`src/rtl/core/dvcp_pkg.sv`:
```
// Shared types, constants and helpers for the dominant vibrant color picker.
// Depends on nothing; the core modules and the testbench refer to it by scoped names.
package dvcp_pkg;

   localparam int unsigned ChanW    = 8;
   localparam int unsigned SatW     = 16;
   localparam int unsigned WeightW  = 9;
   localparam int unsigned ProdW    = SatW + WeightW - 1;
   localparam int unsigned ScoreW   = 17;
   localparam int unsigned ColorW   = 4 * ChanW;
   localparam int unsigned DivCntW  = $clog2(SatW);
   localparam int unsigned QDepth   = 4;
   localparam int unsigned QPtrW    = $clog2(QDepth);
   localparam int unsigned QCntW    = $clog2(QDepth + 1);
   localparam int unsigned CsrIdxW  = 3;
   localparam int unsigned CsrDataW = 16;

   localparam logic [WeightW-1:0] WeightOne = WeightW'(1) << (WeightW - 1);
   localparam logic [DivCntW-1:0] DivLast   = DivCntW'(SatW - 1);

   // Register indexes of the configuration port.
   localparam logic [CsrIdxW-1:0] CsrMinAlpha = 3'd0;
   localparam logic [CsrIdxW-1:0] CsrMinSat   = 3'd1;
   localparam logic [CsrIdxW-1:0] CsrMinValue = 3'd2;
   localparam logic [CsrIdxW-1:0] CsrMaxValue = 3'd3;
   localparam logic [CsrIdxW-1:0] CsrSatWgt   = 3'd4;
   localparam logic [CsrIdxW-1:0] CsrValWgt   = 3'd5;

   typedef struct packed {
      logic [ChanW-1:0]   min_alpha;
      logic [SatW-1:0]    min_sat;
      logic [ChanW-1:0]   min_value;
      logic [ChanW-1:0]   max_value;
      logic [WeightW-1:0] sat_weight;
      logic [WeightW-1:0] value_weight;
   } cfg_type;

   // One classified pixel as it travels from the front to the back.
   typedef struct packed {
      logic [ChanW-1:0] red;
      logic [ChanW-1:0] green;
      logic [ChanW-1:0] blue;
      logic [ChanW-1:0] alpha;
      logic [ChanW-1:0] hi;
      logic [ChanW-1:0] diff;
      logic             active;
      logic             last;
   } pix_type;

   typedef struct packed {
      logic full;
      logic empty;
   } q_status_type;

   typedef enum logic [2:0] {
      BkIdle,
      BkDiv,
      BkMul,
      BkUpd,
      BkSend
   } back_state_type;

   // Weights above one count as one.
   function automatic logic [WeightW-1:0] clamp_weight(input logic [WeightW-1:0] w);
      return w[WeightW-1] ? WeightOne : w;
   endfunction

endpackage

```
`src/rtl/core/dvcp_req_if.sv`:
```
// Pixel channel: valid/ready handshake with one RGBA pixel and a last mark.
// Depends on nothing.
interface dvcp_req_if;
   logic       valid;
   logic       ready;
   logic [7:0] red;
   logic [7:0] green;
   logic [7:0] blue;
   logic [7:0] alpha;
   logic       last;

   modport source(output valid, red, green, blue, alpha, last, input ready);
   modport sink(input valid, red, green, blue, alpha, last, output ready);
endinterface

```
`src/rtl/core/dvcp_rsp_if.sv`:
```
// Result channel: valid/ready handshake with the found flag and the chosen color.
// Depends on nothing.
interface dvcp_rsp_if;
   logic       valid;
   logic       ready;
   logic       found;
   logic [7:0] out_red;
   logic [7:0] out_green;
   logic [7:0] out_blue;
   logic [7:0] out_alpha;

   modport source(output valid, found, out_red, out_green, out_blue, out_alpha, input ready);
   modport sink(input valid, found, out_red, out_green, out_blue, out_alpha, output ready);
endinterface

```
`src/rtl/core/dominant_vibrant_color_picker_unit.sv`:
```
// Top level of the dominant vibrant color picker: configuration registers, front,
// queue and back. Depends on dvcp_pkg, dvcp_req_if, dvcp_rsp_if and the core modules.
//
//   channel    direction  contents
//   req_chan   in         red, green, blue, alpha, last (valid/ready)
//   rsp_chan   out        found, out_red, out_green, out_blue, out_alpha (valid/ready)
//   csr_*      in         write enable, register index, 16-bit data
//
// The front takes a pixel in any cycle in which the four-entry queue has room.
// The back handles a pixel that fails alpha or the value window in its idle state;
// one that passes runs through the one-bit-a-cycle saturation divider, then multiply
// and compare; a last pixel also takes a send state that loads the result register.
// Reset is synchronous and clears the queue, the candidate and the result valid.
// A waiting result stalls the back only at its next send; the front keeps filling.
module dominant_vibrant_color_picker_unit (
   input  logic                              clock,
   input  logic                              reset,
   dvcp_req_if.sink                          req_chan,
   dvcp_rsp_if.source                        rsp_chan,
   input  logic                              csr_wr_en,
   input  logic [dvcp_pkg::CsrIdxW-1:0]      csr_index,
   input  logic [dvcp_pkg::CsrDataW-1:0]     csr_wdata
);

   dvcp_pkg::cfg_type        cfg_ff, cfg_in;
   dvcp_pkg::pix_type        push_pix;
   dvcp_pkg::pix_type        head_pix;
   dvcp_pkg::q_status_type   q_status;
   logic                     push;
   logic                     pop;

   always_comb begin
      cfg_in = cfg_ff;
      if (csr_wr_en) begin
         unique case (csr_index)
            dvcp_pkg::CsrMinAlpha: cfg_in.min_alpha    = csr_wdata[7:0];
            dvcp_pkg::CsrMinSat:   cfg_in.min_sat      = csr_wdata;
            dvcp_pkg::CsrMinValue: cfg_in.min_value    = csr_wdata[7:0];
            dvcp_pkg::CsrMaxValue: cfg_in.max_value    = csr_wdata[7:0];
            dvcp_pkg::CsrSatWgt:   cfg_in.sat_weight   = csr_wdata[8:0];
            dvcp_pkg::CsrValWgt:   cfg_in.value_weight = csr_wdata[8:0];
            default: ;
         endcase
      end
   end

   always_ff @(posedge clock) begin
      if (reset) begin
         cfg_ff.min_alpha    <= 8'd200;
         cfg_ff.min_sat      <= 16'd22938;
         cfg_ff.min_value    <= 8'd77;
         cfg_ff.max_value    <= 8'd244;
         cfg_ff.sat_weight   <= 9'd179;
         cfg_ff.value_weight <= 9'd77;
      end else begin
         cfg_ff <= cfg_in;
      end
   end

   dvcp_front u_front (
      .req      (req_chan),
      .cfg      (cfg_ff),
      .q_status (q_status),
      .push     (push),
      .pix      (push_pix)
   );

   dvcp_queue u_queue (
      .clock    (clock),
      .reset    (reset),
      .push     (push),
      .push_pix (push_pix),
      .pop      (pop),
      .head_pix (head_pix),
      .q_status (q_status)
   );

   dvcp_back u_back (
      .clock    (clock),
      .reset    (reset),
      .cfg      (cfg_ff),
      .head_pix (head_pix),
      .q_status (q_status),
      .pop      (pop),
      .rsp      (rsp_chan)
   );

endmodule

```
`src/rtl/core/dvcp_front.sv`:
```
// Front end: accepts pixels and classifies them (alpha test, largest and smallest
// channel, value window). Depends on dvcp_pkg and dvcp_req_if.
module dvcp_front (
   dvcp_req_if.sink                 req,
   input  dvcp_pkg::cfg_type        cfg,
   input  dvcp_pkg::q_status_type   q_status,
   output logic                     push,
   output dvcp_pkg::pix_type        pix
);

   logic [dvcp_pkg::ChanW-1:0] hi;
   logic [dvcp_pkg::ChanW-1:0] lo;

   always_comb begin
      hi = req.red;
      lo = req.red;
      if (req.green > hi) hi = req.green;
      if (req.blue > hi) hi = req.blue;
      if (req.green < lo) lo = req.green;
      if (req.blue < lo) lo = req.blue;
   end

   assign req.ready = !q_status.full;
   assign push      = req.valid && !q_status.full;

   always_comb begin
      pix.red    = req.red;
      pix.green  = req.green;
      pix.blue   = req.blue;
      pix.alpha  = req.alpha;
      pix.hi     = hi;
      pix.diff   = hi - lo;
      // Only a pixel that passes alpha and the value window needs the divider.
      pix.active = (req.alpha >= cfg.min_alpha) && (hi >= cfg.min_value)
                   && (hi <= cfg.max_value);
      pix.last   = req.last;
   end

endmodule

```
`src/rtl/core/dvcp_queue.sv`:
```
// Short pixel queue between the front and the back, held in flip-flops.
// Depends on dvcp_pkg.
module dvcp_queue (
   input  logic                     clock,
   input  logic                     reset,
   input  logic                     push,
   input  dvcp_pkg::pix_type        push_pix,
   input  logic                     pop,
   output dvcp_pkg::pix_type        head_pix,
   output dvcp_pkg::q_status_type   q_status
);

   dvcp_pkg::pix_type                 mem_ff [dvcp_pkg::QDepth];
   logic [dvcp_pkg::QPtrW-1:0]        wr_ptr_ff, wr_ptr_in;
   logic [dvcp_pkg::QPtrW-1:0]        rd_ptr_ff, rd_ptr_in;
   logic [dvcp_pkg::QCntW-1:0]        cnt_ff, cnt_in;

   assign q_status.full  = (cnt_ff == dvcp_pkg::QCntW'(dvcp_pkg::QDepth));
   assign q_status.empty = (cnt_ff == '0);
   assign head_pix       = mem_ff[rd_ptr_ff];

   always_comb begin
      wr_ptr_in = push ? wr_ptr_ff + 1'b1 : wr_ptr_ff;
      rd_ptr_in = pop ? rd_ptr_ff + 1'b1 : rd_ptr_ff;
      cnt_in    = cnt_ff;
      if (push && !pop) cnt_in = cnt_ff + 1'b1;
      else if (pop && !push) cnt_in = cnt_ff - 1'b1;
   end

   always_ff @(posedge clock) begin
      if (reset) begin
         wr_ptr_ff <= '0;
         rd_ptr_ff <= '0;
         cnt_ff    <= '0;
      end else begin
         wr_ptr_ff <= wr_ptr_in;
         rd_ptr_ff <= rd_ptr_in;
         cnt_ff    <= cnt_in;
      end
   end

   always_ff @(posedge clock) begin
      if (push) mem_ff[wr_ptr_ff] <= push_pix;
   end

   a_no_push_full: assert property (@(posedge clock) disable iff (reset)
      push |-> !q_status.full) else $error("queue written while full");
   a_no_pop_empty: assert property (@(posedge clock) disable iff (reset)
      pop |-> !q_status.empty) else $error("queue read while empty");

endmodule

```
`src/rtl/core/dvcp_back.sv`:
```
// Back end: saturation divider, score multipliers, best-pixel tracking and the
// result register. Depends on dvcp_pkg and dvcp_rsp_if.
module dvcp_back (
   input  logic                     clock,
   input  logic                     reset,
   input  dvcp_pkg::cfg_type        cfg,
   input  dvcp_pkg::pix_type        head_pix,
   input  dvcp_pkg::q_status_type   q_status,
   output logic                     pop,
   dvcp_rsp_if.source               rsp
);

   dvcp_pkg::back_state_type          state_ff, state_in;
   logic [dvcp_pkg::ColorW-1:0]       color_ff, color_in;
   logic [dvcp_pkg::ChanW-1:0]        hi_ff, hi_in;
   logic [dvcp_pkg::ChanW-1:0]        rem_ff, rem_in;
   logic [dvcp_pkg::SatW-1:0]         quo_ff, quo_in;
   logic [dvcp_pkg::DivCntW-1:0]      cnt_ff, cnt_in;
   logic                              last_ff, last_in;
   logic [dvcp_pkg::ProdW-1:0]        prod_s_ff, prod_s_in;
   logic [dvcp_pkg::ProdW-1:0]        prod_v_ff, prod_v_in;
   logic                              vib_ff, vib_in;
   logic [dvcp_pkg::ScoreW-1:0]       best_score_ff, best_score_in;
   logic [dvcp_pkg::ColorW-1:0]       best_color_ff, best_color_in;
   logic                              have_ff, have_in;
   logic                              rsp_valid_ff, rsp_valid_in;
   logic                              found_ff, found_in;
   logic [dvcp_pkg::ColorW-1:0]       out_color_ff, out_color_in;

   logic                              load;
   logic                              div_step;
   logic                              mul_en;
   logic                              upd_en;
   logic                              send;
   logic                              out_free;
   logic [dvcp_pkg::ChanW:0]          rem_dbl;
   logic                              quo_bit;
   logic [dvcp_pkg::ProdW:0]          score_sum;
   logic [dvcp_pkg::ScoreW-1:0]       score;

   assign out_free = !rsp_valid_ff || rsp.ready;

   // Next state.
   always_comb begin
      state_in = state_ff;
      unique case (state_ff)
         dvcp_pkg::BkIdle: begin
            if (!q_status.empty) begin
               if (head_pix.active) state_in = dvcp_pkg::BkDiv;
               else if (head_pix.last) state_in = dvcp_pkg::BkSend;
            end
         end
         dvcp_pkg::BkDiv: begin
            if (cnt_ff == dvcp_pkg::DivLast) state_in = dvcp_pkg::BkMul;
         end
         dvcp_pkg::BkMul: state_in = dvcp_pkg::BkUpd;
         dvcp_pkg::BkUpd: state_in = last_ff ? dvcp_pkg::BkSend : dvcp_pkg::BkIdle;
         dvcp_pkg::BkSend: begin
            if (out_free) state_in = dvcp_pkg::BkIdle;
         end
         default: state_in = dvcp_pkg::BkIdle;
      endcase
   end

   // State outputs.
   always_comb begin
      load     = 1'b0;
      div_step = 1'b0;
      mul_en   = 1'b0;
      upd_en   = 1'b0;
      send     = 1'b0;
      unique case (state_ff)
         dvcp_pkg::BkIdle: load = !q_status.empty;
         dvcp_pkg::BkDiv: div_step = 1'b1;
         dvcp_pkg::BkMul: mul_en = 1'b1;
         dvcp_pkg::BkUpd: upd_en = 1'b1;
         dvcp_pkg::BkSend: send = out_free;
         default: ;
      endcase
   end

   assign pop = load;

   // One quotient bit a cycle. A zero divisor leaves the quotient at zero, and a
   // difference equal to the divisor yields all ones, which is the saturation cap.
   assign rem_dbl = {rem_ff, 1'b0};
   assign quo_bit = (hi_ff != '0) && (rem_dbl >= {1'b0, hi_ff});

   assign score_sum = {1'b0, prod_s_ff} + {1'b0, prod_v_ff};
   assign score     = score_sum[dvcp_pkg::ProdW -: dvcp_pkg::ScoreW];

   always_comb begin
      color_in      = color_ff;
      hi_in         = hi_ff;
      rem_in        = rem_ff;
      quo_in        = quo_ff;
      cnt_in        = cnt_ff;
      last_in       = last_ff;
      prod_s_in     = prod_s_ff;
      prod_v_in     = prod_v_ff;
      vib_in        = vib_ff;
      best_score_in = best_score_ff;
      best_color_in = best_color_ff;
      have_in       = have_ff;
      rsp_valid_in  = rsp_valid_ff && !rsp.ready;
      found_in      = found_ff;
      out_color_in  = out_color_ff;

      if (load) begin
         color_in = {head_pix.red, head_pix.green, head_pix.blue, head_pix.alpha};
         hi_in    = head_pix.hi;
         rem_in   = head_pix.diff;
         quo_in   = '0;
         cnt_in   = '0;
         last_in  = head_pix.last;
      end
      if (div_step) begin
         rem_in = quo_bit ? dvcp_pkg::ChanW'(rem_dbl - {1'b0, hi_ff})
                          : rem_dbl[dvcp_pkg::ChanW-1:0];
         quo_in = {quo_ff[dvcp_pkg::SatW-2:0], quo_bit};
         cnt_in = cnt_ff + 1'b1;
      end
      if (mul_en) begin
         vib_in    = (quo_ff >= cfg.min_sat);
         prod_s_in = dvcp_pkg::ProdW'(quo_ff)
                     * dvcp_pkg::ProdW'(dvcp_pkg::clamp_weight(cfg.sat_weight));
         // hi * 257 is hi repeated in both bytes.
         prod_v_in = dvcp_pkg::ProdW'({hi_ff, hi_ff})
                     * dvcp_pkg::ProdW'(dvcp_pkg::clamp_weight(cfg.value_weight));
      end
      if (upd_en && vib_ff && (!have_ff || score > best_score_ff)) begin
         have_in       = 1'b1;
         best_score_in = score;
         best_color_in = color_ff;
      end
      if (send) begin
         rsp_valid_in = 1'b1;
         found_in     = have_ff;
         out_color_in = have_ff ? best_color_ff : '0;
         have_in      = 1'b0;
      end
   end

   always_ff @(posedge clock) begin
      if (reset) begin
         state_ff     <= dvcp_pkg::BkIdle;
         have_ff      <= 1'b0;
         rsp_valid_ff <= 1'b0;
      end else begin
         state_ff     <= state_in;
         have_ff      <= have_in;
         rsp_valid_ff <= rsp_valid_in;
      end
   end

   always_ff @(posedge clock) begin
      color_ff      <= color_in;
      hi_ff         <= hi_in;
      rem_ff        <= rem_in;
      quo_ff        <= quo_in;
      cnt_ff        <= cnt_in;
      last_ff       <= last_in;
      prod_s_ff     <= prod_s_in;
      prod_v_ff     <= prod_v_in;
      vib_ff        <= vib_in;
      best_score_ff <= best_score_in;
      best_color_ff <= best_color_in;
      found_ff      <= found_in;
      out_color_ff  <= out_color_in;
   end

   assign rsp.valid     = rsp_valid_ff;
   assign rsp.found     = found_ff;
   assign rsp.out_red   = out_color_ff[31:24];
   assign rsp.out_green = out_color_ff[23:16];
   assign rsp.out_blue  = out_color_ff[15:8];
   assign rsp.out_alpha = out_color_ff[7:0];

   a_mul_after_div: assert property (@(posedge clock) disable iff (reset)
      state_ff == dvcp_pkg::BkMul |-> $past(state_ff) == dvcp_pkg::BkDiv
                                      && $past(cnt_ff) == dvcp_pkg::DivLast)
      else $error("multiply stage entered before the divider finished");
   a_empty_result: assert property (@(posedge clock) disable iff (reset)
      rsp.valid && !rsp.found |-> rsp.out_red == '0 && rsp.out_green == '0
                                  && rsp.out_blue == '0 && rsp.out_alpha == '0)
      else $error("result without a vibrant pixel carries a color");
   a_clear_after_send: assert property (@(posedge clock) disable iff (reset)
      send |=> !have_ff) else $error("candidate not cleared after a result");

endmodule

```
`src/flat_wrapper.sv`:
```
// flat-port wrapper written by rule: the top's interface ports become plain ports
module dominant_vibrant_color_picker_unit_flat 
  (clock, reset, csr_wr_en, csr_index, csr_wdata, req_chan_valid, req_chan_red, req_chan_green, req_chan_blue, req_chan_alpha, req_chan_last, req_chan_ready, rsp_chan_valid, rsp_chan_found, rsp_chan_out_red, rsp_chan_out_green, rsp_chan_out_blue, rsp_chan_out_alpha, rsp_chan_ready);
  dvcp_req_if req_chan_i ();
  dvcp_rsp_if rsp_chan_i ();
  input  logic clock;
  input  logic reset;
  input  logic csr_wr_en;
  input  logic [dvcp_pkg::CsrIdxW-1:0] csr_index;
  input  logic [dvcp_pkg::CsrDataW-1:0] csr_wdata;
  input wire logic [$bits(req_chan_i.valid)-1:0] req_chan_valid;
  input wire logic [$bits(req_chan_i.red)-1:0] req_chan_red;
  input wire logic [$bits(req_chan_i.green)-1:0] req_chan_green;
  input wire logic [$bits(req_chan_i.blue)-1:0] req_chan_blue;
  input wire logic [$bits(req_chan_i.alpha)-1:0] req_chan_alpha;
  input wire logic [$bits(req_chan_i.last)-1:0] req_chan_last;
  output wire logic [$bits(req_chan_i.ready)-1:0] req_chan_ready;
  output wire logic [$bits(rsp_chan_i.valid)-1:0] rsp_chan_valid;
  output wire logic [$bits(rsp_chan_i.found)-1:0] rsp_chan_found;
  output wire logic [$bits(rsp_chan_i.out_red)-1:0] rsp_chan_out_red;
  output wire logic [$bits(rsp_chan_i.out_green)-1:0] rsp_chan_out_green;
  output wire logic [$bits(rsp_chan_i.out_blue)-1:0] rsp_chan_out_blue;
  output wire logic [$bits(rsp_chan_i.out_alpha)-1:0] rsp_chan_out_alpha;
  input wire logic [$bits(rsp_chan_i.ready)-1:0] rsp_chan_ready;
  assign req_chan_i.valid = req_chan_valid;
  assign req_chan_i.red = req_chan_red;
  assign req_chan_i.green = req_chan_green;
  assign req_chan_i.blue = req_chan_blue;
  assign req_chan_i.alpha = req_chan_alpha;
  assign req_chan_i.last = req_chan_last;
  assign req_chan_ready = req_chan_i.ready;
  assign rsp_chan_valid = rsp_chan_i.valid;
  assign rsp_chan_found = rsp_chan_i.found;
  assign rsp_chan_out_red = rsp_chan_i.out_red;
  assign rsp_chan_out_green = rsp_chan_i.out_green;
  assign rsp_chan_out_blue = rsp_chan_i.out_blue;
  assign rsp_chan_out_alpha = rsp_chan_i.out_alpha;
  assign rsp_chan_i.ready = rsp_chan_ready;
  dominant_vibrant_color_picker_unit u_core (.clock(clock), .reset(reset), .req_chan(req_chan_i), .rsp_chan(rsp_chan_i), .csr_wr_en(csr_wr_en), .csr_index(csr_index), .csr_wdata(csr_wdata));
endmodule
```
`config.mk`:
```
export PLATFORM = sky130hd
export DESIGN_NAME = dominant_vibrant_color_picker_unit_flat
export DESIGN_NICKNAME = d
export VERILOG_FILES = /design/src/rtl/core/dvcp_pkg.sv /design/src/rtl/core/dvcp_req_if.sv /design/src/rtl/core/dvcp_rsp_if.sv /design/src/rtl/core/dominant_vibrant_color_picker_unit.sv /design/src/rtl/core/dvcp_front.sv /design/src/rtl/core/dvcp_queue.sv /design/src/rtl/core/dvcp_back.sv /design/src/flat_wrapper.sv
export SDC_FILE = /design/constraint.sdc
export NUM_CORES = 1
export LEC_CHECK = 0
export CAP_MARGIN = 20
export CELL_PAD_IN_SITES_DETAIL_PLACEMENT = 1
export CELL_PAD_IN_SITES_GLOBAL_PLACEMENT = 1
export CORE_ASPECT_RATIO = 0.5
export CORE_MARGIN = 4
export CORE_UTILIZATION = 52
export DETAILED_ROUTE_END_ITERATION = 10
export DONT_BUFFER_PORTS = 1
export GPL_TIMING_DRIVEN = 0
export PLACE_DENSITY_LB_ADDON = 0.15
export SLEW_MARGIN = 15
export SYNTH_ARGS = -nofsm -noshare
export SYNTH_HDL_FRONTEND = slang
export SYNTH_HIERARCHICAL = 1
export SYNTH_SLANG_ARGS = --single-unit
```
`constraint.sdc`:
```
create_clock -name clock -period 8.35 [get_ports clock]
set_input_delay 0 -clock clock [delete_from_list [all_inputs] [get_ports clock]]
set_output_delay 0 -clock clock [all_outputs]
set_load 0.01 [all_outputs]
```
==> qor.csv, run 1 <==
metric;value;unit
status;completed;
Site Rows;61;
Seq/Total Area, Yosys;45.9;%
Max-cap violations;0;
critical path data arrival time;6.93;ns
transition time of the tightest slew-check pin;1.04;ns
Clock Sinks;472;
critical path peak fanout;10;
Die Y;176;microns
vias in the first global route;20900;
Worst Hold Class;in2reg;
Routed WL per cell;21.6;microns
Overflow after GRT;0;
Ys Warns;6;
layout cell share with drive strength beyond 1;9.04;%
pin count of the biggest net entering global routing;44;
Final min period;6.66;ns
Final setup viols;0;
synth unique cells;90;
number of port buffers;0;
met1 GRT Util;33.4;%
met2 Track Usage GR;42.8;%
crit path cell chain;clkbuf_1 > nor2b_1 > clkbuf_1 > nand2_1 > fa_1 > inv_1 > fa_1 > fa_1 > inv_1 > fa_1 > inv_1 > ha_1 > a21o_1 > or4_4 > o2bb2ai_4 > a31oi_2 > a31o_4 > mux2i_1 > o2111ai_1;
Die ar.;60500;sq um
# hold bufs at CTS;69;
DRT Pass-1 Iters;4;
Residual DRC;0;
antenna violations before repair;3;
Post-Synth Adder-Cell Area;20.9;%
Setup TNS;0;ns
Synth Area in Compound Gates;6.58;%
Synth Area in Simple Gates;11.2;%
clk_skew;0.0445;ns
fin area;32800;sq um
Die W;344;microns
routed wire length;73000;microns
clock-pin slew on the worst setup and hold paths;0.06;ns
RePlAce Congestion;0.838;
TritonCTS clock tree;built;
Slew HR;30.0;%
placed cell areas;30600;sq um
root buffer cell;clkbuf_16;
multiplexer share of the synthesized area;6.54;%
num ports;92;
FMAX;0.150;GHz
largest family of logic cells by synthesized area;adder cells;
Post-CTS Setup Inserts;0;
first-pass GRT wire length;117000;microns
hpwl dp;53200;microns
fill cell count;5651;
crit path kind;reg2reg;
Setup crit end kind;flop;
Tcrit/Tclk final;79.8;%
CP Data Required Time;8.62;ns
commonest cells after routing, fill and taps aside;edfxtp_1, inv_1, ha_1;
critical path's slowest cell;nor2b_1;
Synth Instances;2448;
syn nets;2887;
vias per inst;5.50;
Hold Worst Slack;0.0194;ns
Crit path largest cell delay;0.63;ns
clock buffer depth;3;
commonest non-fill, non-tap cell in the layout;edfxtp_1;
routing usage on met3;3.51;%
worst skew pair latency;0.60;ns
H-tree Lvls;2;
unrepaired setup endpoints after global routing;false;
Netlist Area Pre-Place;29300;sq um
Avg Cell Area, Syn;12.0;sq um
Most Crowded Layer GR;met2;
Post-synth ARST share;0;%
starting density of the core;52.7;%
Core Region;55600;sq um
clock buffer count from CTS;45;
worst slack, placed;1.66;ns
Multi-input gate area;13900;sq um
startpoint class of the critical path;flop;
DRC violation total after the first TritonRoute iteration;1147;
post-route ant nets;0;
Total GRT Usage;24.8;%
Post-synth EDFFs;400;
top_reg_cell synth;edfxtp_1;
Post-Synth XOR/XNOR Area;2.06;%
Via Count;18600;
CP most frequent cell;fa_1;
Reg area;13500;sq um
register bit total from synthesis;472;
final worst slack;1.69;ns
number of hold violations in the final report;0;
max-slew violation count;0;
CTS resizes;0;
final net count;3024;
Layout area overhead;11.8;%
## metal layers
layer / part of all wire, % / up-vias
li1: - / 8562
met1: 44 / 9559
met2: 49 / 370
met3: 4.3 / 109
met4: 2.6 / 0
met5: 0 / -
## cell usage after synthesis (34+ instances only)
| master | number | share of area (%) |
|---|---|---|
| mux2i_1 | 74 | 2.5 |
| a21oi_1 | 75 | 1.3 |
| nand2_1 | 163 | 2.1 |
| nand2b_1 | 63 | 1.3 |
| nor2_1 | 126 | 1.6 |
| xnor2_1 | 53 | 1.6 |
| fa_1 | 175 | 12 |
| dfxtp_1 | 72 | 4.9 |
| ha_1 | 207 | 8.8 |
| buf_4 | 34 | 0.87 |
| a21o_1 | 42 | 1.1 |
| nor2b_1 | 37 | 0.79 |
| o21ai_0 | 47 | 0.80 |
| mux4_2 | 50 | 3.8 |
| clkbuf_1 | 38 | 0.49 |
| inv_1 | 364 | 4.7 |
| and2_1 | 161 | 3.4 |
| edfxtp_1 | 400 | 41 |
## registers in the layout (all words and copies together) (netlist names), 2 cells and up, named ones only
name	cells
u_core/u_back/prod_s_ff	24
u_core/u_queue/rd_ptr_ff	2
u_core/u_queue/cnt_ff	3
u_core/u_back/best_score_ff	17
u_core/u_back/prod_v_ff	24
u_core/u_back/cnt_ff	4
u_core/u_queue/mem_ff	200
u_core/u_back/quo_ff	16
u_core/u_queue/wr_ptr_ff	2
u_core/u_back/state_ff	3
u_core/u_back/rem_ff	8
u_core/u_back/hi_ff	8
u_core/u_back/out_color_ff	32
u_core/u_back/color_ff	32
u_core/u_back/best_color_ff	32
u_core/cfg_ff	58
## logic make-up (layout without fill, tap and decap cells)
kind of cell / Yosys count / count (layout)
AND/OR/NAND/NOR: 636 / 636
XOR/XNOR: 69 / 69
other: 0 / 2
buffers and inverters: 474 / 647
multiplexers: 128 / 128
adder cells (fa/ha/maj): 385 / 385
AO/OA/AOI/OAI: 284 / 284
flip-flops: 472 / 472
## final cells by class
cell class / instances / share of cell area [%]
tap: 756 / 2.88
multi-input combinational: 1502 / 42.3
buffer: 110 / 2.02
antenna: 2 / 0.0153
clock inverter: 30 / 1.07
timing repair buffer: 90 / 2.99
clock buffer: 53 / 3.52
sequential: 472 / 41.0
inverter: 364 / 4.16
## path summary, 6_finish.rpt
kind / startpoint / endpoint / slack, ns / cells past startpoint
hold / removal: reset / u_core/cfg_ff[39] / 0.02 / 3
hold reg to reg: u_core/u_back/color_ff[16] / u_core/u_back/best_color_ff[16] / 0.41 / 0
setup reg to reg: u_core/cfg_ff[17] / u_core/u_back/prod_s_ff[21] / 1.69 / 19
setup / recovery: u_core/cfg_ff[17] / u_core/u_back/prod_s_ff[21] / 1.69 / 19
## metrics by stage
| stage | utilization [%] | std cells |
|---|---|---|
| finish | 59.0 | 3379 |
| global placement | 54.4 | 3204 |
| global route | 59.0 | 3379 |
| floorplan | - | 2448 |
| CTS | 58.9 | 3372 |
| detailed placement | 54.9 | 3220 |
## critical path, delay by kind of cell, from the launching register on
family	cells	cell delay (ns)
fa+ha+maj	5	2.39
mux	1	0.15
compound gates	5	1.08
simple gates	3	1.24
buf+inv	5	1.06
flops	1	0.39
Power of run 1 is left out: the tool's default activity adds up to more than one toggle a clock period on the data nets, which glitch-free logic cannot reach.
==> run 2: changes to the inputs <==
--- a/config.mk
+++ b/config.mk
@@ -5,12 +5,13 @@
 export SDC_FILE = /design/constraint.sdc
 export NUM_CORES = 1
 export LEC_CHECK = 0
+export ABC_AREA = 1
 export CAP_MARGIN = 20
 export CELL_PAD_IN_SITES_DETAIL_PLACEMENT = 1
 export CELL_PAD_IN_SITES_GLOBAL_PLACEMENT = 1
 export CORE_ASPECT_RATIO = 0.5
 export CORE_MARGIN = 4
-export CORE_UTILIZATION = 52
+export CORE_UTILIZATION = 46
 export DETAILED_ROUTE_END_ITERATION = 10
 export DONT_BUFFER_PORTS = 1
 export GPL_TIMING_DRIVEN = 0
==> constraint.sdc (replaced) <==
create_clock -name clock -period 5.45 [get_ports clock]
set_input_delay 0 -clock clock [delete_from_list [all_inputs] [get_ports clock]]
set_output_delay 0 -clock clock [all_outputs]
set_load 0.01 [all_outputs]
==> qor.csv, run 2 <==
metric;value;unit
crit path cell chain;buf_4 > clkinvlp_4 > nand2_2 > inv_1 > clkbuf_4 > nand2_1 > fa_1 > inv_1 > fa_1 > fa_1 > inv_1 > fa_1 > inv_1 > ha_1 > a21oi_1 > nor2_1 > nor2_1 > nand2_2 > nand2_1 > nand2_1 > nand2_1 > nand2_1 > nand2_1 > nand2_1;
syn nets;3710;
crit path kind;reg2reg;
Final setup viols;0;
worst skew pair latency;0.59;ns
Total GRT Usage;24.2;%
Core Util, Final;52.6;%
antenna violations before repair;2;
max-slew violation count;0;
CP Data Required Time;5.76;ns
Post-synth EDFFs;400;
clock buffer depth;3;
DRC violation total after the first TritonRoute iteration;1336;
post-synth top area share;39.4;%
register bit total from synthesis;472;
RePlAce Congestion;0.893;
routed wire length;84300;microns
Setup crit end kind;flop;
commonest non-fill, non-tap cell in the layout;nand2_1;
placed cell count;4171;
Routed WL per cell;19.4;microns
Synth Instances;3271;
transition time of the tightest slew-check pin;1.01;ns
Ys Warns;6;
largest delay contributor family on the critical path;adder cells;
Overflow after GRT;0;
Die ar.;70700;sq um
vias per inst;5.20;
clock buffer count from CTS;46;
Post-CTS Setup Inserts;0;
fin area;34300;sq um
startpoint class of the critical path;flop;
Setup TNS;0;ns
clk_skew;0.0365;ns
worst path bufs/invs;7;
Site Rows;66;
placed cell areas;31900;sq um
layout cell share with drive strength beyond 1;7.57;%
Synth area leaders;edfxtp_1, fa_1, ha_1;
DRT Pass-1 Iters;5;
first-pass GRT wire length;134000;microns
Via Count;22600;
met2 Track Usage GR;41.9;%
commonest cells after routing, fill and taps aside;nand2_1, inv_1, edfxtp_1;
routing usage on met3;3.40;%
synth unique cells;55;
Largest register FFs;200;
Seq/Total Area, Yosys;44.2;%
Netlist Area Pre-Place;30500;sq um
FMAX;0.194;GHz
number of hold violations in the final report;0;
Post-synth ARST share;0;%
Worst Hold Class;in2reg;
top flop regs;u_core/u_queue/mem_ff: 200 flops, u_core/cfg_ff: 58 flops;
Hold Startpoint;req_chan_green[7];
met1 GRT Util;32.2;%
Post-synth top cells;nand2_1, inv_1, edfxtp_1;
Slew HR;32.4;%
Finished Layout Cells;4347;
root buffer cell;clkbuf_16;
Most Crowded Layer GR;met2;
critical path's slowest cell;fa_1;
top-count cell post-synth;nand2_1;
Crit path largest cell delay;0.53;ns
Max-cap violations;0;
CP most frequent cell;nand2_1;
r2r startpoint;u_core/cfg_ff[17];
status;completed;
Die W;372;microns
critical path peak fanout;10;
top_reg_cell synth;edfxtp_1;
Die Y;190;microns
vias in the first global route;24500;
num ports;92;
Residual DRC;0;
number of port buffers;0;
clock-pin slew on the worst setup and hold paths;0.06;ns
H-tree Lvls;2;
Avg Cell Area, Syn;9.31;sq um
Biggest register;u_core/u_queue/mem_ff;
pin count of the biggest net entering global routing;51;
Setup crit start;u_core/cfg_ff[17];
critical path data arrival time;5.46;ns
TritonCTS clock tree;built;
post-route ant nets;0;
Core Region;65200;sq um
Final min period;5.15;ns
Layout area overhead;12.6;%
hpwl dp;63100;microns
Tcrit/Tclk final;94.5;%
unrepaired setup endpoints after global routing;true;
final net count;3861;
Clock Sinks;472;
Yosys top cell by area;edfxtp_1;
starting density of the core;46.7;%
[run 2: per-layer routing]
metal  share of wire (%)  vias up
met2                  48      368
li1                    -    10800
met3                 3.8      127
met1                  46    11300
met4                 2.3        0
met5                   0        -
[run 2: worst paths after layout]
path | endpoint | slack [ns] | depth (start not counted)
worst min register to register | u_core/u_back/best_color_ff[30] | 0.41 | 0
worst max register to register | u_core/u_back/prod_s_ff[21] | 0.30 | 24
worst max-delay path | u_core/u_back/prod_s_ff[21] | 0.30 | 24
worst min-delay path | u_core/u_queue/mem_ff[3][17] | 0.07 | 4
[run 2: cell families (layout without fill, tap and decap cells)]
logic type	count (synthesis)	count (layout)	share of synthesized area [%]
flip-flops	472	472	44.2
adder cells (fa/ha/maj)	382	382	20.0
AO/OA/AOI/OAI	374	374	6.74
buffers and inverters	712	901	10.2
other	0	3	0
XOR/XNOR	44	44	1.27
AND/OR/NAND/NOR	1287	1287	17.6
[run 2: per-stage QoR]
| step | setup WS, ns | hold WS [ns] |
|---|---|---|
| floorplan | 0.315 | 0.0691 |
| global placement | -2.79 | 0.0709 |
| detailed placement | 0.100 | 0.0734 |
| CTS | 0.0636 | 0.0208 |
| global route | -0.0124 | 0.0502 |
| finish | 0.300 | 0.0713 |
[run 2: final cells by class]
type | count | area, sq um
Fill cell | 7529 | 30900
Multi-Input combinational cell | 2087 | 14000
Sequential cell | 472 | 13500
Inverter | 606 | 2300
Clock buffer | 64 | 1290
Timing Repair Buffer | 103 | 1120
Tap cell | 884 | 1110
Buffer | 106 | 825
Clock inverter | 22 | 248
Antenna cell | 3 | 7.51
[run 2: repair_timing]
| action | in CTS | in global routing |
|---|---|---|
| endpoints found under the setup margin | 0 | 17 |
| hold endpoints to repair | 262 | 8 |
| gates resized for setup | 0 | 11 |
| hold buffers | 85 | 2 |
[run 2: worst register-to-register path, stage by stage (launching register included)]
cell and delay (ns):
dfxtp_1 0.31, buf_4 0.18, clkinvlp_4 0.19, nand2_2 0.15, inv_1 0.19, clkbuf_4 0.24
nand2_1 0.09, fa_1 0.51, inv_1 0.05, fa_1 0.49, fa_1 0.49, inv_1 0.05
fa_1 0.53, inv_1 0.04, ha_1 0.35, a21oi_1 0.25, nor2_1 0.09, nor2_1 0.12
nand2_2 0.10, nand2_1 0.07, nand2_1 0.08, nand2_1 0.11, nand2_1 0.06, nand2_1 0.06
nand2_1 0.07
Power of run 2 is left out for the same reason.
==> run 3: changes to the inputs <==
--- a/config.mk
+++ b/config.mk
@@ -16,8 +16,10 @@
 export DONT_BUFFER_PORTS = 1
 export GPL_TIMING_DRIVEN = 0
 export PLACE_DENSITY_LB_ADDON = 0.15
+export RECOVER_POWER = 50
 export SLEW_MARGIN = 15
 export SYNTH_ARGS = -nofsm -noshare
 export SYNTH_HDL_FRONTEND = slang
 export SYNTH_HIERARCHICAL = 1
 export SYNTH_SLANG_ARGS = --single-unit
+export TNS_END_PERCENT = 20
==> qor.csv, run 3 (synthesis gave the netlist of run 2 again) <==
metric;value;unit
status;completed;
transition time of the tightest slew-check pin;1.03;ns
final worst slack;0.307;ns
H-tree Lvls;2;
commonest non-fill, non-tap cell in the layout;nand2_1;
antenna violations before repair;2;
Finished Layout Cells;4347;
Biggest register;u_core/u_queue/mem_ff;
Worst Hold Class;in2reg;
clock buffer count from CTS;46;
Site Rows;66;
RePlAce Congestion;0.893;
FMAX;0.194;GHz
clock buffer depth;3;
CP Data Required Time;5.76;ns
vias per inst;5.19;
routed wire length;84200;microns
Max-cap violations;0;
clock-pin slew on the worst setup and hold paths;0.06;ns
Die Y;190;microns
Tcrit/Tclk final;94.4;%
Final setup viols;0;
hpwl dp;63100;microns
Core Region;65200;sq um
Crit path largest cell delay;0.53;ns
Setup crit end kind;flop;
unrepaired setup endpoints after global routing;true;
TritonCTS clock tree;built;
Setup TNS;0;ns
max-slew violation count;0;
starting density of the core;46.7;%
Clock Sinks;472;
clk_skew;0.0369;ns
DRC violation total after the first TritonRoute iteration;1316;
post-route ant nets;0;
Post-CTS Setup Inserts;0;
CP most frequent cell;nand2_1;
vias in the first global route;24500;
placed cell count;4171;
Final min period;5.14;ns
Residual DRC;0;
Die ar.;70700;sq um
startpoint class of the critical path;flop;
Largest register FFs;200;
commonest cells after routing, fill and taps aside;nand2_1, inv_1, edfxtp_1;
worst path bufs/invs;7;
crit path cell chain;buf_4 > clkinvlp_4 > nand2_1 > inv_1 > clkbuf_4 > nand2_1 > fa_1 > inv_1 > fa_1 > fa_1 > inv_1 > fa_1 > inv_1 > ha_1 > a21oi_1 > nor2_1 > nor2_1 > nand2_2 > nand2_1 > nand2_1 > nand2_1 > nand2_1 > nand2_1 > nand2_1;
num ports;92;
Layout area overhead;12.2;%
Routed WL per cell;19.4;microns
worst skew pair latency;0.59;ns
critical path's slowest cell;fa_1;
first-pass GRT wire length;134000;microns
number of hold violations in the final report;0;
worst slack, placed;0.100;ns
root buffer cell;clkbuf_16;
number of port buffers;0;
layout cell share with drive strength beyond 1;6.47;%
fin area;34200;sq um
Overflow after GRT;0;
crit path kind;reg2reg;
top flop regs;u_core/u_queue/mem_ff: 200 flops, u_core/cfg_ff: 58 flops;
critical path data arrival time;5.45;ns
Total GRT Usage;24.2;%
placed cell areas;31900;sq um
critical path peak fanout;10;
fill cell count;7552;
Die W;372;microns
DRT Pass-1 Iters;5;
Slew HR;30.7;%
Via Count;22600;
largest delay contributor family on the critical path;adder cells;
pin count of the biggest net entering global routing;51;
final net count;3861;
[run 3: path summary, 6_finish.rpt]
| path | startpoint | end | slack (ns) | cells past startpoint |
|---|---|---|---|---|
| worst min-delay path | req_chan_green[7] | u_core/u_queue/mem_ff[3][17] | 0.07 | 4 |
| worst max-delay path | u_core/cfg_ff[17] | u_core/u_back/prod_s_ff[21] | 0.31 | 24 |
| worst max register to register | u_core/cfg_ff[17] | u_core/u_back/prod_s_ff[21] | 0.31 | 24 |
| worst min register to register | u_core/u_back/color_ff[30] | u_core/u_back/best_color_ff[30] | 0.41 | 0 |
[run 3: repair_timing]
item,in CTS,in global routing
gates resized for setup,0,10
endpoints found under the hold margin,262,8
hold buffers,85,2
setup endpoints to repair,0,17
[run 3: final cells by class]
| cell class | count | area [sq um] | share of cell area [%] |
|---|---|---|---|
| inverter | 606 | 2300 | 6.73 |
| clock inverter | 22 | 248 | 0.725 |
| buffer | 106 | 698 | 2.04 |
| multi-input combinational | 2087 | 14000 | 40.8 |
| tap | 884 | 1110 | 3.24 |
| sequential | 472 | 13500 | 39.4 |
| antenna | 3 | 7.51 | 0.0220 |
| clock buffer | 64 | 1290 | 3.77 |
| timing repair buffer | 103 | 1120 | 3.27 |
[run 3: per-layer routing]
layer  vias to the layer above  track usage, %  wire, microns
met2                       366            41.9          40400
met5                         -               0              0
met4                         0            5.98           2020
met1                     11300            32.2          38600
li1                      10800               -              -
met3                       129            3.40           3180
[run 3: tightest hold or removal path: cells and delay by family]
| family | cells | cell delay (ns) |
|---|---|---|
| compound gates | 2 | 0.23 |
| buf+inv | 1 | 0.12 |
| simple gates | 1 | 0.08 |
[run 3: per-stage QoR]
| step | hold WS [ns] | utilization [%] |
|---|---|---|
| global route | 0.0502 | 52.4 |
| finish | 0.0667 | 52.4 |
| CTS | 0.0208 | 52.5 |
| global placement | 0.0709 | 48.4 |
| floorplan | 0.0691 | - |
| detailed placement | 0.0734 | 48.9 |
Power of run 3 is left out for the same reason.
